$ cat config.mk
export PLATFORM = sky130hd
export DESIGN_NAME = msh_front
export DESIGN_NICKNAME = d
export VERILOG_FILES = /design/src/design/msh_pkg.sv /design/src/design/msh_front.sv
export SDC_FILE = /design/constraint.sdc
export NUM_CORES = 2
export LEC_CHECK = 0
export ABC_AREA = 0
export BUFFER_PORTS_ARGS = -buffer_cell sky130_fd_sc_hd__buf_4
export CAP_MARGIN = 15
export CORE_MARGIN = 2
export CORE_UTILIZATION = 59
export CTS_BUF_LIST = sky130_fd_sc_hd__clkbuf_2 sky130_fd_sc_hd__clkbuf_4 sky130_fd_sc_hd__clkbuf_8
export DETAILED_ROUTE_END_ITERATION = 10
export HOLD_SLACK_MARGIN = 0.02
export PLACE_DENSITY = 0.74
export REMOVE_ABC_BUFFERS = 1
export SYNTH_ARGS = -nofsm -noshare
export SYNTH_HDL_FRONTEND = slang
export SYNTH_SLANG_ARGS = --single-unit
$ cat constraint.sdc
create_clock -name clock -period 17.8 [get_ports clock]
set_clock_uncertainty 0.15 [all_clocks]
set_input_delay 1.78 -clock clock [delete_from_list [all_inputs] [get_ports clock]]
set_output_delay 1.78 -clock clock [all_outputs]
set_load 0.01 [all_outputs]
$ cat src/design/msh_pkg.sv
// ----------------------------------------------------------------------------
// msh_pkg
// Shared types and constants of the mandelbrot pixel shader.
// ----------------------------------------------------------------------------
package msh_pkg;

   localparam int FRAC_BITS_DEF = 28;
   localparam int DIM_BITS      = 12;
   localparam int ITER_BITS     = 16;
   localparam int COORD_W       = 32;
   localparam int SIZE_W        = 13;
   localparam int SHADE_W       = 8;
   // magnitude of (end - start) * index
   localparam int PROD_W        = COORD_W + 1 + DIM_BITS;
   // mapped coordinate, signed
   localparam int C_W           = PROD_W + 1;
   localparam int CSR_IDX_W     = 3;

   localparam logic [COORD_W-1:0] START_RESET = 32'hE000_0000;
   localparam logic [COORD_W-1:0] END_RESET   = 32'h2000_0000;
   localparam logic [SIZE_W-1:0]  SIZE_RESET  = 13'd256;
   localparam logic [ITER_BITS-1:0] LIMIT_RESET = 16'd1024;
   localparam logic [SHADE_W-1:0] SHADE_MAX   = 8'd255;

   typedef enum logic [CSR_IDX_W-1:0] {
      CSR_START_RE = 3'd0,
      CSR_END_RE   = 3'd1,
      CSR_START_IM = 3'd2,
      CSR_END_IM   = 3'd3,
      CSR_ROWS     = 3'd4,
      CSR_COLS     = 3'd5,
      CSR_LIMIT    = 3'd6
   } csr_index_type;

   typedef struct packed {
      logic [DIM_BITS-1:0] pixel_row;
      logic [DIM_BITS-1:0] pixel_col;
   } req_type;

   typedef struct packed {
      logic [DIM_BITS-1:0] out_row;
      logic [DIM_BITS-1:0] out_col;
      logic [SHADE_W-1:0]  shade;
   } rsp_type;

   typedef struct packed {
      logic [COORD_W-1:0] start_re;
      logic [COORD_W-1:0] end_re;
      logic [COORD_W-1:0] start_im;
      logic [COORD_W-1:0] end_im;
      logic [SIZE_W-1:0]  image_rows;
      logic [SIZE_W-1:0]  image_cols;
   } cfg_type;

   typedef struct packed {
      logic [DIM_BITS-1:0] row;
      logic [DIM_BITS-1:0] col;
      logic [C_W-1:0]      c_re;
      logic [C_W-1:0]      c_im;
   } work_type;

   typedef enum logic [1:0] {
      F_IDLE,
      F_MUL,
      F_DIV,
      F_PUSH
   } front_state_type;

   typedef enum logic [2:0] {
      B_IDLE,
      B_MUL,
      B_ADD,
      B_SHADE,
      B_DONE
   } back_state_type;

endpackage

$ cat src/design/msh_front.sv
// ----------------------------------------------------------------------------
// msh_front
// Maps pixel row and column onto the complex window, one quotient bit a cycle.
// ----------------------------------------------------------------------------
module msh_front (
   input  logic              clock,
   input  logic              reset,
   input  msh_pkg::cfg_type  cfg,
   input  logic              in_push,
   output logic              in_full,
   input  msh_pkg::req_type  in_data,
   output logic              out_push,
   input  logic              out_full,
   output msh_pkg::work_type out_data
);
   import msh_pkg::*;

   localparam int CNT_W = $clog2(PROD_W + 1);

   front_state_type      state_ff, state_in;
   logic [DIM_BITS-1:0]  row_ff, col_ff;
   logic [PROD_W-1:0]    re_quo_ff, re_quo_in, im_quo_ff, im_quo_in;
   logic [SIZE_W-1:0]    re_rem_ff, re_rem_in, im_rem_ff, im_rem_in;
   logic [SIZE_W-1:0]    re_den_ff, im_den_ff;
   logic                 re_neg_ff, im_neg_ff;
   logic [CNT_W-1:0]     cnt_ff;
   logic [COORD_W:0]     re_diff, im_diff, re_dmag, im_dmag;
   logic [SIZE_W:0]      re_trial, im_trial;
   logic [C_W-1:0]       re_q, im_q;

   // next state
   always_comb begin
      state_in = state_ff;
      case (state_ff)
         F_IDLE: begin
            if (in_push) state_in = F_MUL;
         end
         F_MUL: state_in = F_DIV;
         F_DIV: begin
            if (cnt_ff == CNT_W'(PROD_W - 1)) state_in = F_PUSH;
         end
         F_PUSH: begin
            if (!out_full) state_in = F_IDLE;
         end
         default: state_in = F_IDLE;
      endcase
   end

   // datapath
   always_comb begin
      re_diff  = {cfg.end_re[COORD_W-1], cfg.end_re} - {cfg.start_re[COORD_W-1], cfg.start_re};
      im_diff  = {cfg.end_im[COORD_W-1], cfg.end_im} - {cfg.start_im[COORD_W-1], cfg.start_im};
      re_dmag  = re_diff[COORD_W] ? -re_diff : re_diff;
      im_dmag  = im_diff[COORD_W] ? -im_diff : im_diff;
      re_trial = {re_rem_ff, re_quo_ff[PROD_W-1]};
      im_trial = {im_rem_ff, im_quo_ff[PROD_W-1]};
      re_rem_in = re_trial[SIZE_W-1:0];
      im_rem_in = im_trial[SIZE_W-1:0];
      re_quo_in = {re_quo_ff[PROD_W-2:0], 1'b0};
      im_quo_in = {im_quo_ff[PROD_W-2:0], 1'b0};
      if (re_trial >= {1'b0, re_den_ff}) begin
         re_rem_in    = SIZE_W'(re_trial - {1'b0, re_den_ff});
         re_quo_in[0] = 1'b1;
      end
      if (im_trial >= {1'b0, im_den_ff}) begin
         im_rem_in    = SIZE_W'(im_trial - {1'b0, im_den_ff});
         im_quo_in[0] = 1'b1;
      end
      re_q = {1'b0, re_quo_ff};
      im_q = {1'b0, im_quo_ff};
      out_data.row  = row_ff;
      out_data.col  = col_ff;
      out_data.c_re = C_W'($signed(cfg.start_re)) + (re_neg_ff ? -re_q : re_q);
      out_data.c_im = C_W'($signed(cfg.start_im)) + (im_neg_ff ? -im_q : im_q);
      in_full  = (state_ff != F_IDLE);
      out_push = (state_ff == F_PUSH) && !out_full;
   end

   always_ff @(posedge clock) begin
      if (reset) begin
         state_ff <= F_IDLE;
      end else begin
         state_ff <= state_in;
      end
   end

   always_ff @(posedge clock) begin
      case (state_ff)
         F_IDLE: begin
            if (in_push) begin
               row_ff <= in_data.pixel_row;
               col_ff <= in_data.pixel_col;
            end
         end
         F_MUL: begin
            re_quo_ff <= PROD_W'(re_dmag * col_ff);
            im_quo_ff <= PROD_W'(im_dmag * row_ff);
            re_neg_ff <= re_diff[COORD_W];
            im_neg_ff <= im_diff[COORD_W];
            // a size of zero counts as one
            re_den_ff <= (cfg.image_cols == '0) ? SIZE_W'(1) : cfg.image_cols;
            im_den_ff <= (cfg.image_rows == '0) ? SIZE_W'(1) : cfg.image_rows;
            re_rem_ff <= '0;
            im_rem_ff <= '0;
            cnt_ff    <= '0;
         end
         F_DIV: begin
            re_quo_ff <= re_quo_in;
            im_quo_ff <= im_quo_in;
            re_rem_ff <= re_rem_in;
            im_rem_ff <= im_rem_in;
            cnt_ff    <= cnt_ff + CNT_W'(1);
         end
         default: begin
         end
      endcase
   end

endmodule

==> results.md <==
* First-pass GRT wire length at 197,700 um
* Post CTS Setup Buffer Count at 0
* Ys async rst share at 0
* Number of synthesized flops with an enable pin at 174
* DRC at 0
* Syn Inst Count at 5,205
* Final hold vios at 0
* # setup viols final at 0
* # fillers at 6,513
* Total GRT Usage at 0.3196
* Area contributors post-synth: fa_1 (29%), edfxtp_1 (12%), ha_1 (10%)
* CTS tree: built
* Antenna Nets Post-Route at 0
* Die width at 276.9 um
* Most used cell, CP: fa_1
* Largest net degree at the start of global routing at 93
* Port-buffer cells at 299
* Detail-routed net length per standard cell at 18.79 um
* Starting Density at 0.5933
* Kind of end point of the critical path: register
* Starting DRT DRC Count at 2,707
* Leading area contributor after synthesis: fa_1
* Root Buffer: clkbuf_8
* Register area share after synthesis at 0.1198
* Critical Path AT at 11.83 ns
* Period utilization at 0.6561
* Required time worst endpoint at 17.95 ns
* Clock tree buffer depth at 2
* Fin. max-slew vios at 0
* Most frequent cell after synthesis: nand2_1
* Crit Path Category: in -> reg
* Mean post-synth cell area at 8.443 um^2
* Clk sinks at 176
* Peak Freq at 85.63 MHz
* Synth Cell Area at 43,950 um^2
* Worst skew pair latency at 0.58 ns
* Max-slew headroom at 0.1806
* GR Overflow Total at 0
* H-tree levels at 4
* Area delta synth->final at 8.151%
* Worst-Margin Slew at 1.220 ns
* IO Count at 300
* #FFs+latches synth at 176
* Synth Flop Type: edfxtp_1
* CP max stage cell: xnor2_1
* Site Rows at 100
* Crit path max fanout at 19
* Post-synth top cells: nand2_1 (814), inv_1 (795), fa_1 (626)
* Number of max-cap violations at 0
* Layout cells sized above 1 at 0.09167
* Core Area at 74,070 um^2
* Synth top area share at 0.2852
* Status: completed
* Netlist cell types at 91
* Dpl hpwl at 96,040 um
* Pre-antenna DRT Iters at 8
* Setup TNS at 0 ns
* Vias per Instance at 5.825
* Hold-fix buffers, CTS at 0
* Hold WC Path Type: reg -> reg
* RSZ-0062 raised after global routing: no
* CTS-repair resized insts at 0
* Synth warn at 0
* Initial antenna violation count at 2
* Vias at 36,990
* Final wirelength at 119,300 um
* Vias in the first global route at 37,640
* Die Y-Extent at 276.9 um
* Clock transition at the registers of the reported paths at 0.12 ns
* Startpoint Class: input pin
* DIE AREA at 76,680 um^2
* Min cycle time layout at 11.68 ns
* TritonCTS buffer count at 17
* Routability cong. at 0.9452
* Total Nets Final at 6,531
* Crit-path max cell delay at 0.85 ns
kinds of logic after synthesis:
kind of cell	after synthesis	share of synthesized area
flops	176	0.1198
xor+xnor	362	0.07215
mux	42	0.009937
buf+inv	1037	0.08937
simple gates	1639	0.1792
fa+ha+maj	983	0.3868
compound gates	966	0.1427
routing by layer:
layer	wire length, um	vias up	GRT usage
met5	0	-	0
met4	4052	0	0.1086
met3	8031	203	0.04446
met2	55230	1223	0.5141
met1	52000	18290	0.4457
li1	-	17270	-
area by class of cell:
class | count | area (um^2) | share of cell area
Clock inverter | 14 | 140.1 | 0.002948
Antenna cell | 2 | 5.005 | 0.0001053
Inverter | 796 | 2988 | 0.06287
Sequential cell | 176 | 5265 | 0.1108
Timing Repair Buffer | 383 | 2873 | 0.06044
Multi-Input combinational cell | 3992 | 34810 | 0.7324
Tap cell | 969 | 1212 | 0.02551
Clock buffer | 17 | 234.0 | 0.004923
stage by stage:
step	setup slack, ns	area [um^2]	util	std cells	hold slack [ns]
2_1_floorplan	6.336	43010	-	4964	0.3098
3_3_place_gp	5.711	47140	0.6364	6314	0.3410
3_5_place_dp	5.666	47140	0.6364	6314	0.3468
4_1_cts	6.276	47510	0.6414	6345	0.3658
5_1_grt	5.279	47530	0.6417	6349	0.3896
6_report	6.122	47530	0.6417	6349	0.3582
cell usage in the layout (no fill, tap or decap), types with 8 or more instances in the layout:
cell type	synthesis	routed
o41ai_1	21	21
o21ai_0	239	239
or2_2	21	21
nor2_1	158	158
nor2b_1	84	84
ha_1	357	355
a31oi_1	40	39
o31ai_1	40	40
o211ai_1	15	15
a211o_1	22	22
nand4_1	32	32
clkbuf_8	0	17
buf_4	0	382
or3_1	24	24
mux2i_1	29	29
and3_1	35	35
or4_1	12	12
o21a_1	41	41
a31o_2	13	13
o31a_1	8	8
nand3_1	55	55
nor4_1	16	16
a21boi_0	14	14
a21o_1	121	121
mux2_2	13	13
a211oi_1	24	24
nand2_1	814	814
inv_1	795	795
nor3_1	50	50
fa_1	626	626
edfxtp_1	174	174
nand2b_1	54	54
nand3b_1	9	9
a21oi_1	241	240
xnor2_1	237	235
xor2_1	125	125
and4_1	10	10
o21bai_1	33	33
and2_1	237	237
state kept, by name, summed over array words and instances (netlist names), 6 cells and up:
signal     count
re_rem_ff     13
im_den_ff     13
col_ff        12
re_quo_ff     45
im_rem_ff     13
cnt_ff         6
re_den_ff     13
row_ff        12
im_quo_ff     45
worst paths after layout:
kind / startpoint / endpoint / slack [ns] / depth (start not counted)
worst max register to register: row_ff[5] / im_quo_ff[41] / 10.82 / 22
worst min-delay path: state_ff[0] / state_ff[0] / 0.36 / 2
worst min register to register: state_ff[0] / state_ff[0] / 0.36 / 2
worst max-delay path: cfg[26] / im_quo_ff[41] / 6.12 / 37
critical path: cells and delay by family:
kind / cells / cell delay (ns)
xor+xnor: 2 / 1.02
buf+inv: 8 / 0.87
fa+ha+maj: 8 / 3.52
compound gates: 15 / 3.73
simple gates: 4 / 0.85
Power is not shown: default switching activity piles up to over one toggle a cycle in this logic, so the estimate is an artifact.
