[src/design/msh_pkg.sv]
// ----------------------------------------------------------------------------
// msh_pkg
// Shared types and constants of the mandelbrot pixel shader.
// ----------------------------------------------------------------------------
package msh_pkg;

   localparam int FRAC_BITS_DEF = 28;
   localparam int DIM_BITS      = 12;
   localparam int ITER_BITS     = 16;
   localparam int COORD_W       = 32;
   localparam int SIZE_W        = 13;
   localparam int SHADE_W       = 8;
   // magnitude of (end - start) * index
   localparam int PROD_W        = COORD_W + 1 + DIM_BITS;
   // mapped coordinate, signed
   localparam int C_W           = PROD_W + 1;
   localparam int CSR_IDX_W     = 3;

   localparam logic [COORD_W-1:0] START_RESET = 32'hE000_0000;
   localparam logic [COORD_W-1:0] END_RESET   = 32'h2000_0000;
   localparam logic [SIZE_W-1:0]  SIZE_RESET  = 13'd256;
   localparam logic [ITER_BITS-1:0] LIMIT_RESET = 16'd1024;
   localparam logic [SHADE_W-1:0] SHADE_MAX   = 8'd255;

   typedef enum logic [CSR_IDX_W-1:0] {
      CSR_START_RE = 3'd0,
      CSR_END_RE   = 3'd1,
      CSR_START_IM = 3'd2,
      CSR_END_IM   = 3'd3,
      CSR_ROWS     = 3'd4,
      CSR_COLS     = 3'd5,
      CSR_LIMIT    = 3'd6
   } csr_index_type;

   typedef struct packed {
      logic [DIM_BITS-1:0] pixel_row;
      logic [DIM_BITS-1:0] pixel_col;
   } req_type;

   typedef struct packed {
      logic [DIM_BITS-1:0] out_row;
      logic [DIM_BITS-1:0] out_col;
      logic [SHADE_W-1:0]  shade;
   } rsp_type;

   typedef struct packed {
      logic [COORD_W-1:0] start_re;
      logic [COORD_W-1:0] end_re;
      logic [COORD_W-1:0] start_im;
      logic [COORD_W-1:0] end_im;
      logic [SIZE_W-1:0]  image_rows;
      logic [SIZE_W-1:0]  image_cols;
   } cfg_type;

   typedef struct packed {
      logic [DIM_BITS-1:0] row;
      logic [DIM_BITS-1:0] col;
      logic [C_W-1:0]      c_re;
      logic [C_W-1:0]      c_im;
   } work_type;

   typedef enum logic [1:0] {
      F_IDLE,
      F_MUL,
      F_DIV,
      F_PUSH
   } front_state_type;

   typedef enum logic [2:0] {
      B_IDLE,
      B_MUL,
      B_ADD,
      B_SHADE,
      B_DONE
   } back_state_type;

endpackage

[src/design/msh_queue.sv]
// ----------------------------------------------------------------------------
// msh_queue
// Two-entry queue of mapped points between front and back.
// ----------------------------------------------------------------------------
module msh_queue (
   input  logic              clock,
   input  logic              reset,
   input  logic              push,
   output logic              full,
   input  msh_pkg::work_type push_data,
   input  logic              pop,
   output logic              empty,
   output msh_pkg::work_type pop_data
);
   import msh_pkg::*;

   work_type    mem_ff [2];
   logic        wr_ptr_ff, rd_ptr_ff;
   logic [1:0]  count_ff, count_in;

   assign full     = (count_ff == 2'd2);
   assign empty    = (count_ff == 2'd0);
   assign pop_data = mem_ff[rd_ptr_ff];

   always_comb begin
      count_in = count_ff;
      if (push && !full && !(pop && !empty)) count_in = count_ff + 2'd1;
      if (!(push && !full) && pop && !empty) count_in = count_ff - 2'd1;
   end

   always_ff @(posedge clock) begin
      if (reset) begin
         wr_ptr_ff <= 1'b0;
         rd_ptr_ff <= 1'b0;
         count_ff  <= 2'd0;
      end else begin
         count_ff <= count_in;
         if (push && !full) wr_ptr_ff <= !wr_ptr_ff;
         if (pop && !empty) rd_ptr_ff <= !rd_ptr_ff;
      end
   end

   always_ff @(posedge clock) begin
      if (push && !full) mem_ff[wr_ptr_ff] <= push_data;
   end

endmodule

[config.mk]
export PLATFORM = sky130hd
export DESIGN_NAME = msh_queue
export DESIGN_NICKNAME = d
export VERILOG_FILES = /design/src/design/msh_pkg.sv /design/src/design/msh_queue.sv
export SDC_FILE = /design/constraint.sdc
export NUM_CORES = 1
export LEC_CHECK = 0
export ABC_AREA = 1
export BUFFER_PORTS_ARGS = -buffer_cell sky130_fd_sc_hd__buf_4
export CORE_ASPECT_RATIO = 0.9
export CORE_MARGIN = 5
export CORE_UTILIZATION = 49
export CTS_BUF_LIST = sky130_fd_sc_hd__clkbuf_8
export DETAILED_ROUTE_END_ITERATION = 6
export PLACE_DENSITY = 0.8
export SYNTH_ARGS = -nofsm -noshare
export SYNTH_HDL_FRONTEND = slang
export SYNTH_SLANG_ARGS = --single-unit
[constraint.sdc]
create_clock -name clock -period 7.11 [get_ports clock]
set_input_delay 1.422 -clock clock [delete_from_list [all_inputs] [get_ports clock]]
set_output_delay 1.422 -clock clock [all_outputs]
set_load 0.05 [all_outputs]
==> results.cfg, run 1 <==
[timing]
relSlewSlack_pct = 32.08
hold_viol = 0
worst_slack_ps = 2772
drv_slew = 0
setup_tns_ps = 0
max_freq_ghz = 0.2305
tightest_slew_ps = 1019
setup_viol = 0
finalCritPeriodShare_pct = 61.02
fin_skew_ps = 16.41
rsz0062_at_grt = no
layout_min_cycle_time_ps = 4338

[clock_tree]
post_cts_resize_count = 0
postCtsSetupRepairBufs = 0
cts_sinks = 237
cts_made_buffers = 38
path_clk_slew_ps = 50
cts_tree = built
cts_hold_buf = 0
clockBufferDepth = 3
htreeDepth = 2
clock-root-buffer = clkbuf_8
clk_latency_ps = 500

[detailed_routing]
first_pass_iters = 6
wirelength_mm = 17.36
dr_total_vias = 4619
avgViaCountPerCell = 4.951
drt_iter0_drc = 196
drc = 0
ant_nets = 0
wl_per_cell_um = 18.61

[yosys]
synth.largest_area_cell = edfxtp_1
synth-edff-count = 232
synth_area_per_cell_sq_um = 22.06
yosys-top-cells-count = edfxtp_1 (232), mux2_2 (76), mux2_4 (40), nand2_1 (8), buf_2 (7)
post-synth-top-count-cell = edfxtp_1
synthCells = 397
yosys_warnings = 0
synth-seq-area-share_pct = 80.67
synth_area_sq_um = 8760
synth.top_cell.area_share_pct = 79.53
ys.flop_type = edfxtp_1
synth_fp_nets = 517
async_reset_ff_share_pct = 0
yosysUniqueCellTypes = 13
ys_seq_elements = 237
synthTopCellsByArea = edfxtp_1 (80%), mux2_2 (9.8%), mux2_4 (6.9%)

[power_and_ir_drop]
leakagePower_uw = 0.004429
powerDensity_nw_per_um2 = 291.0
ir_drop_mv = 0.1781

[critical_path]
critPathBufInv = 2
critPathMaxFanout = 74
cp_cell_sequence = buf_4 -> mux2_2 -> buf_4
critPathRequiredTime_ps = 5690
cp-end-kind = primary output
cpMostUsedCell = buf_4
ff2ff_path_depth = 5
cp_slowest_cell = dfxtp_4
r2r_end = mem_ff[0][101]
rrSetupSlack_ps = 4610
worst_setup_path_start_kind = register
worstPathArrival_ps = 2920
rr_startpoint = count_ff[0]
crit_type = register to primary output
max_stage_delay_ps = 1010
crit_family = flip-flops

[finish]
antenna_cells = 0
fin_cells = 933
multi_input_area_sq_um = 1583
drive_above_1_share_pct = 59.02
fillCellCount = 1213
area_growth_syn_to_layout_pct = 31.14
final_nets = 786
seq_area_sq_um = 7071
finish.instance_area_sq_um = 11490

[global_route]
grt_pass1_vias = 5007
grt_use_total_pct = 16.30
grt_overflow = 0
grt_pass1_wl_mm = 26.05
grt_max_degree = 75
antenna_found_initial = 0

[outcome]
status = complete, no violations

[placed_design]
portBuffers = 237
place.gp.congestion = 0.7577
place_hpwl_mm = 11.74
placed_cell_area_sq_um = 10790
dpl.cell_count = 866
pre_cts_ws_ps = 3255

[flow_run]
maxCapViolations = 0

[die]
io_pins = 238
dieArea_sq_um = 20650
rows = 46
initial_utilization_pct = 49.74
die_h_um = 136.8
chipWidth_um = 150.9
core-area_sq_um = 17610

[hold_path]
min_from = rd_ptr_ff
holdPathStages = 1
hold_class = register to register
## layer usage
layer | vias to the layer above | track usage (%) | wire, um
met3 | 32 | 5.099 | 1520
met5 | - | 0 | 0
met2 | 203 | 28.12 | 8792
met4 | 0 | 5.337 | 357
met1 | 2281 | 19.59 | 6692
li1 | 2103 | - | -
## per-stage QoR
step,total power (uW),util (%),hold WS [ps]
after detailed placement,2332,61.28,452.4
after global routing,3482,65.22,510.3
after CTS,3385,65.22,462.2
after global placement,2315,61.28,430.5
final,3343,65.22,471.7
after floorplan,2134,-,425.5
## report_power, final
group	switching, uW	internal (uW)	total, uW
clock	480	566	1050
combinational	402	227	629
sequential	35.5	1630	1670
## final cells by class
type	count	share of cell area (%)
timing repair buffer	242	15.82
multi-input combinational	141	13.78
clock buffer	41	4.912
clock inverter	26	1.133
tap	240	2.614
inverter	6	0.1961
sequential	237	61.55
## sequential cells by signal, summed over array words and instances, names as in the netlist, named ones only
register,flops
mem_ff,232
count_ff,2
rd_ptr_ff,1
wr_ptr_ff,1
## cells by family (layout without fill, tap and decap cells)
kind of cell	count (synthesis)	after routing	share of synthesized area (%)
DFF	237	237	80.67
buffers and inverters	19	315	1.428
and+or+nand+nor	16	16	0.7142
muxes	116	116	16.63
AOI/OAI and AO/OA	9	9	0.5570
## worst max path at each step
stage	from	to	cells after the start
after CTS	register	pop_data[111]	3
after global routing	register	pop_data[111]	3
after global placement	register	pop_data[111]	3
after floorplan	push	mem_ff[1][0]	2
after detailed placement	register	pop_data[111]	3
final	register	pop_data[111]	3
## layout by cell type, fill, tap and decap left out
cell	n
nand3_1	2
nand2_1	8
edfxtp_1	232
clkbuf_8	41
mux2_4	40
bufinv_16	1
clkinv_1	9
a21oi_1	5
o21ai_0	3
nor2_4	2
inv_1	17
a31o_2	1
clkinv_2	5
dfxtp_4	1
buf_4	242
nor2_1	4
dfxtp_1	4
mux2_2	76
(Power assumes the default switching activity.)
==> inputs of run 2 (changes only) <==
PLACE_DENSITY = 0.77   (was 0.8)
clock period = 4.25 ns   (was 7.11 ns; I/O delays follow)
==> run 2 against run 1 <==
Effect of this change: global-route usage increased by 0.16 points; utilization is 0.18 points higher; largest power group unchanged; total power increased by 67%; clock power increased by 65%; count of clock-buffer cells in the layout is the same; non-clock buffer count is 1 higher; sequential power grew 66%; first-iteration DRC count down 5.6%.
==> results.cfg, run 2 (same netlist as run 1, synthesis figures left out) <==
[finish]
largest_reg_flops = 232
fin_cells = 928
final_cell_mix = buf_4 (239), edfxtp_1 (232), mux2_2 (76), clkbuf_8 (41), mux2_4 (40)
drive_above_1_share_pct = 59.16
final_nets = 787
top_register = mem_ff
fillCellCount = 1215
finish.utilization_pct = 65.40
area_growth_syn_to_layout_pct = 31.49
top_regs = mem_ff x232, count_ff x2
mostFrequentLayoutCell = buf_4
antenna_cells = 0

[global_route]
grt_use_total_pct = 16.46
grt_max_degree = 93
grt_pass1_vias = 4954
grt_pass1_wl_mm = 26.18
antenna_found_initial = 0
grt_overflow = 0

[outcome]
status = complete, no violations

[detailed_routing]
first_pass_iters = 4
drc = 0
wl_per_cell_um = 18.70
drt_iter0_drc = 185
wirelength_mm = 17.35
avgViaCountPerCell = 4.901
dr_total_vias = 4548
ant_nets = 0

[critical_path]
crit_type = register to primary output
cp_slowest_cell = dfxtp_4
critPathMaxFanout = 59
cp-end-kind = primary output
worstPathArrival_ps = 2260
critPathRequiredTime_ps = 3400
worst_setup_path_start_kind = register
cp_cell_sequence = buf_12 -> mux2_2 -> buf_4
max_stage_delay_ps = 720

[clock_tree]
cts_tree = built
post_cts_resize_count = 0
cts_sinks = 237
path_clk_slew_ps = 60
clk_latency_ps = 500
cts_made_buffers = 38
postCtsSetupRepairBufs = 0
clockBufferDepth = 3
cts_hold_buf = 0
clock-root-buffer = clkbuf_8
htreeDepth = 2

[timing]
drv_slew = 0
hold_viol = 0
setup_viol = 0
tightest_slew_ps = 874.3
whs_ps = 457.9
finalCritPeriodShare_pct = 73.15
layout_min_cycle_time_ps = 3109
relSlewSlack_pct = 41.57
rsz0062_at_grt = no
fin_skew_ps = 9.822
max_freq_ghz = 0.3217

[die]
chipWidth_um = 150.9
io_pins = 238
initial_utilization_pct = 49.74
rows = 46
dieArea_sq_um = 20650
core-area_sq_um = 17610
die_h_um = 136.8

[power_and_ir_drop]
leakagePower_uw = 0.004425
power_uw = 5574
ir_drop_mv = 0.3183
powerDensity_nw_per_um2 = 483.9

[placed_design]
dpl.cell_count = 867
place.gp.congestion = 0.7549
place_hpwl_mm = 11.91
portBuffers = 237

[flow_run]
maxCapViolations = 0

[hold_path]
hold_class = register to register
[run 2: cell types whose count changed in the layout (fill, tap and decap cells not counted), sizes merged]
| cell | change |
|---|---|
| buf | +1 |
| clkinv | -4 |
| inv | -2 |
[run 2: cell type report]
| type | count | area, sq um | area share [%] |
|---|---|---|---|
| Clock buffer | 41 | 564.3 | 4.899 |
| Timing Repair Buffer | 243 | 1874 | 16.27 |
| Multi-Input combinational cell | 141 | 1583 | 13.74 |
| Inverter | 6 | 22.52 | 0.1955 |
| Clock inverter | 20 | 103.9 | 0.9016 |
| Tap cell | 240 | 300.3 | 2.607 |
| Sequential cell | 237 | 7071 | 61.38 |
[run 2: power by group]
group / internal, uW / switching [uW]
clock: 936 / 789
sequential: 2730 / 51.2
combinational: 387 / 679
total: 4050 / 1520
[run 2: per-stage QoR]
stage / setup TNS (ps) / instance area (sq um) / setup slack (ps)
6_report: 0 / 11520 / 1141
5_1_grt: 0 / 11520 / 1006
3_3_place_gp: 0 / 10850 / 1647
4_1_cts: 0 / 11520 / 1076
3_5_place_dp: 0 / 10850 / 1596
2_1_floorplan: -37110 / 8765 / -169.2
[run 2: final timing paths]
path | startpoint | end | slack (ps) | depth (start not counted)
max | register | pop_data[105] | 1140 | 3
min | rd_ptr_ff | rd_ptr_ff | 460 | 1
max reg2reg | count_ff[0] | mem_ff[0][75] | 2000 | 5
min reg2reg | rd_ptr_ff | rd_ptr_ff | 460 | 1
[run 2: routing by layer]
metal  GRT usage (%)  part of all wire [%]  up-vias
met5               0                     0        -
met4           5.186                   1.8        0
met3           6.126                   9.8       32
met2           27.57                    51      193
met1           19.95                    38     2220
li1                -                     -     2103
[run 2: worst max-delay path: cells and delay by family, from the launching register on]
family                 cells  cell delay, ps
multiplexers               1             390
buffers and inverters      2             580
flip-flops                 1             720
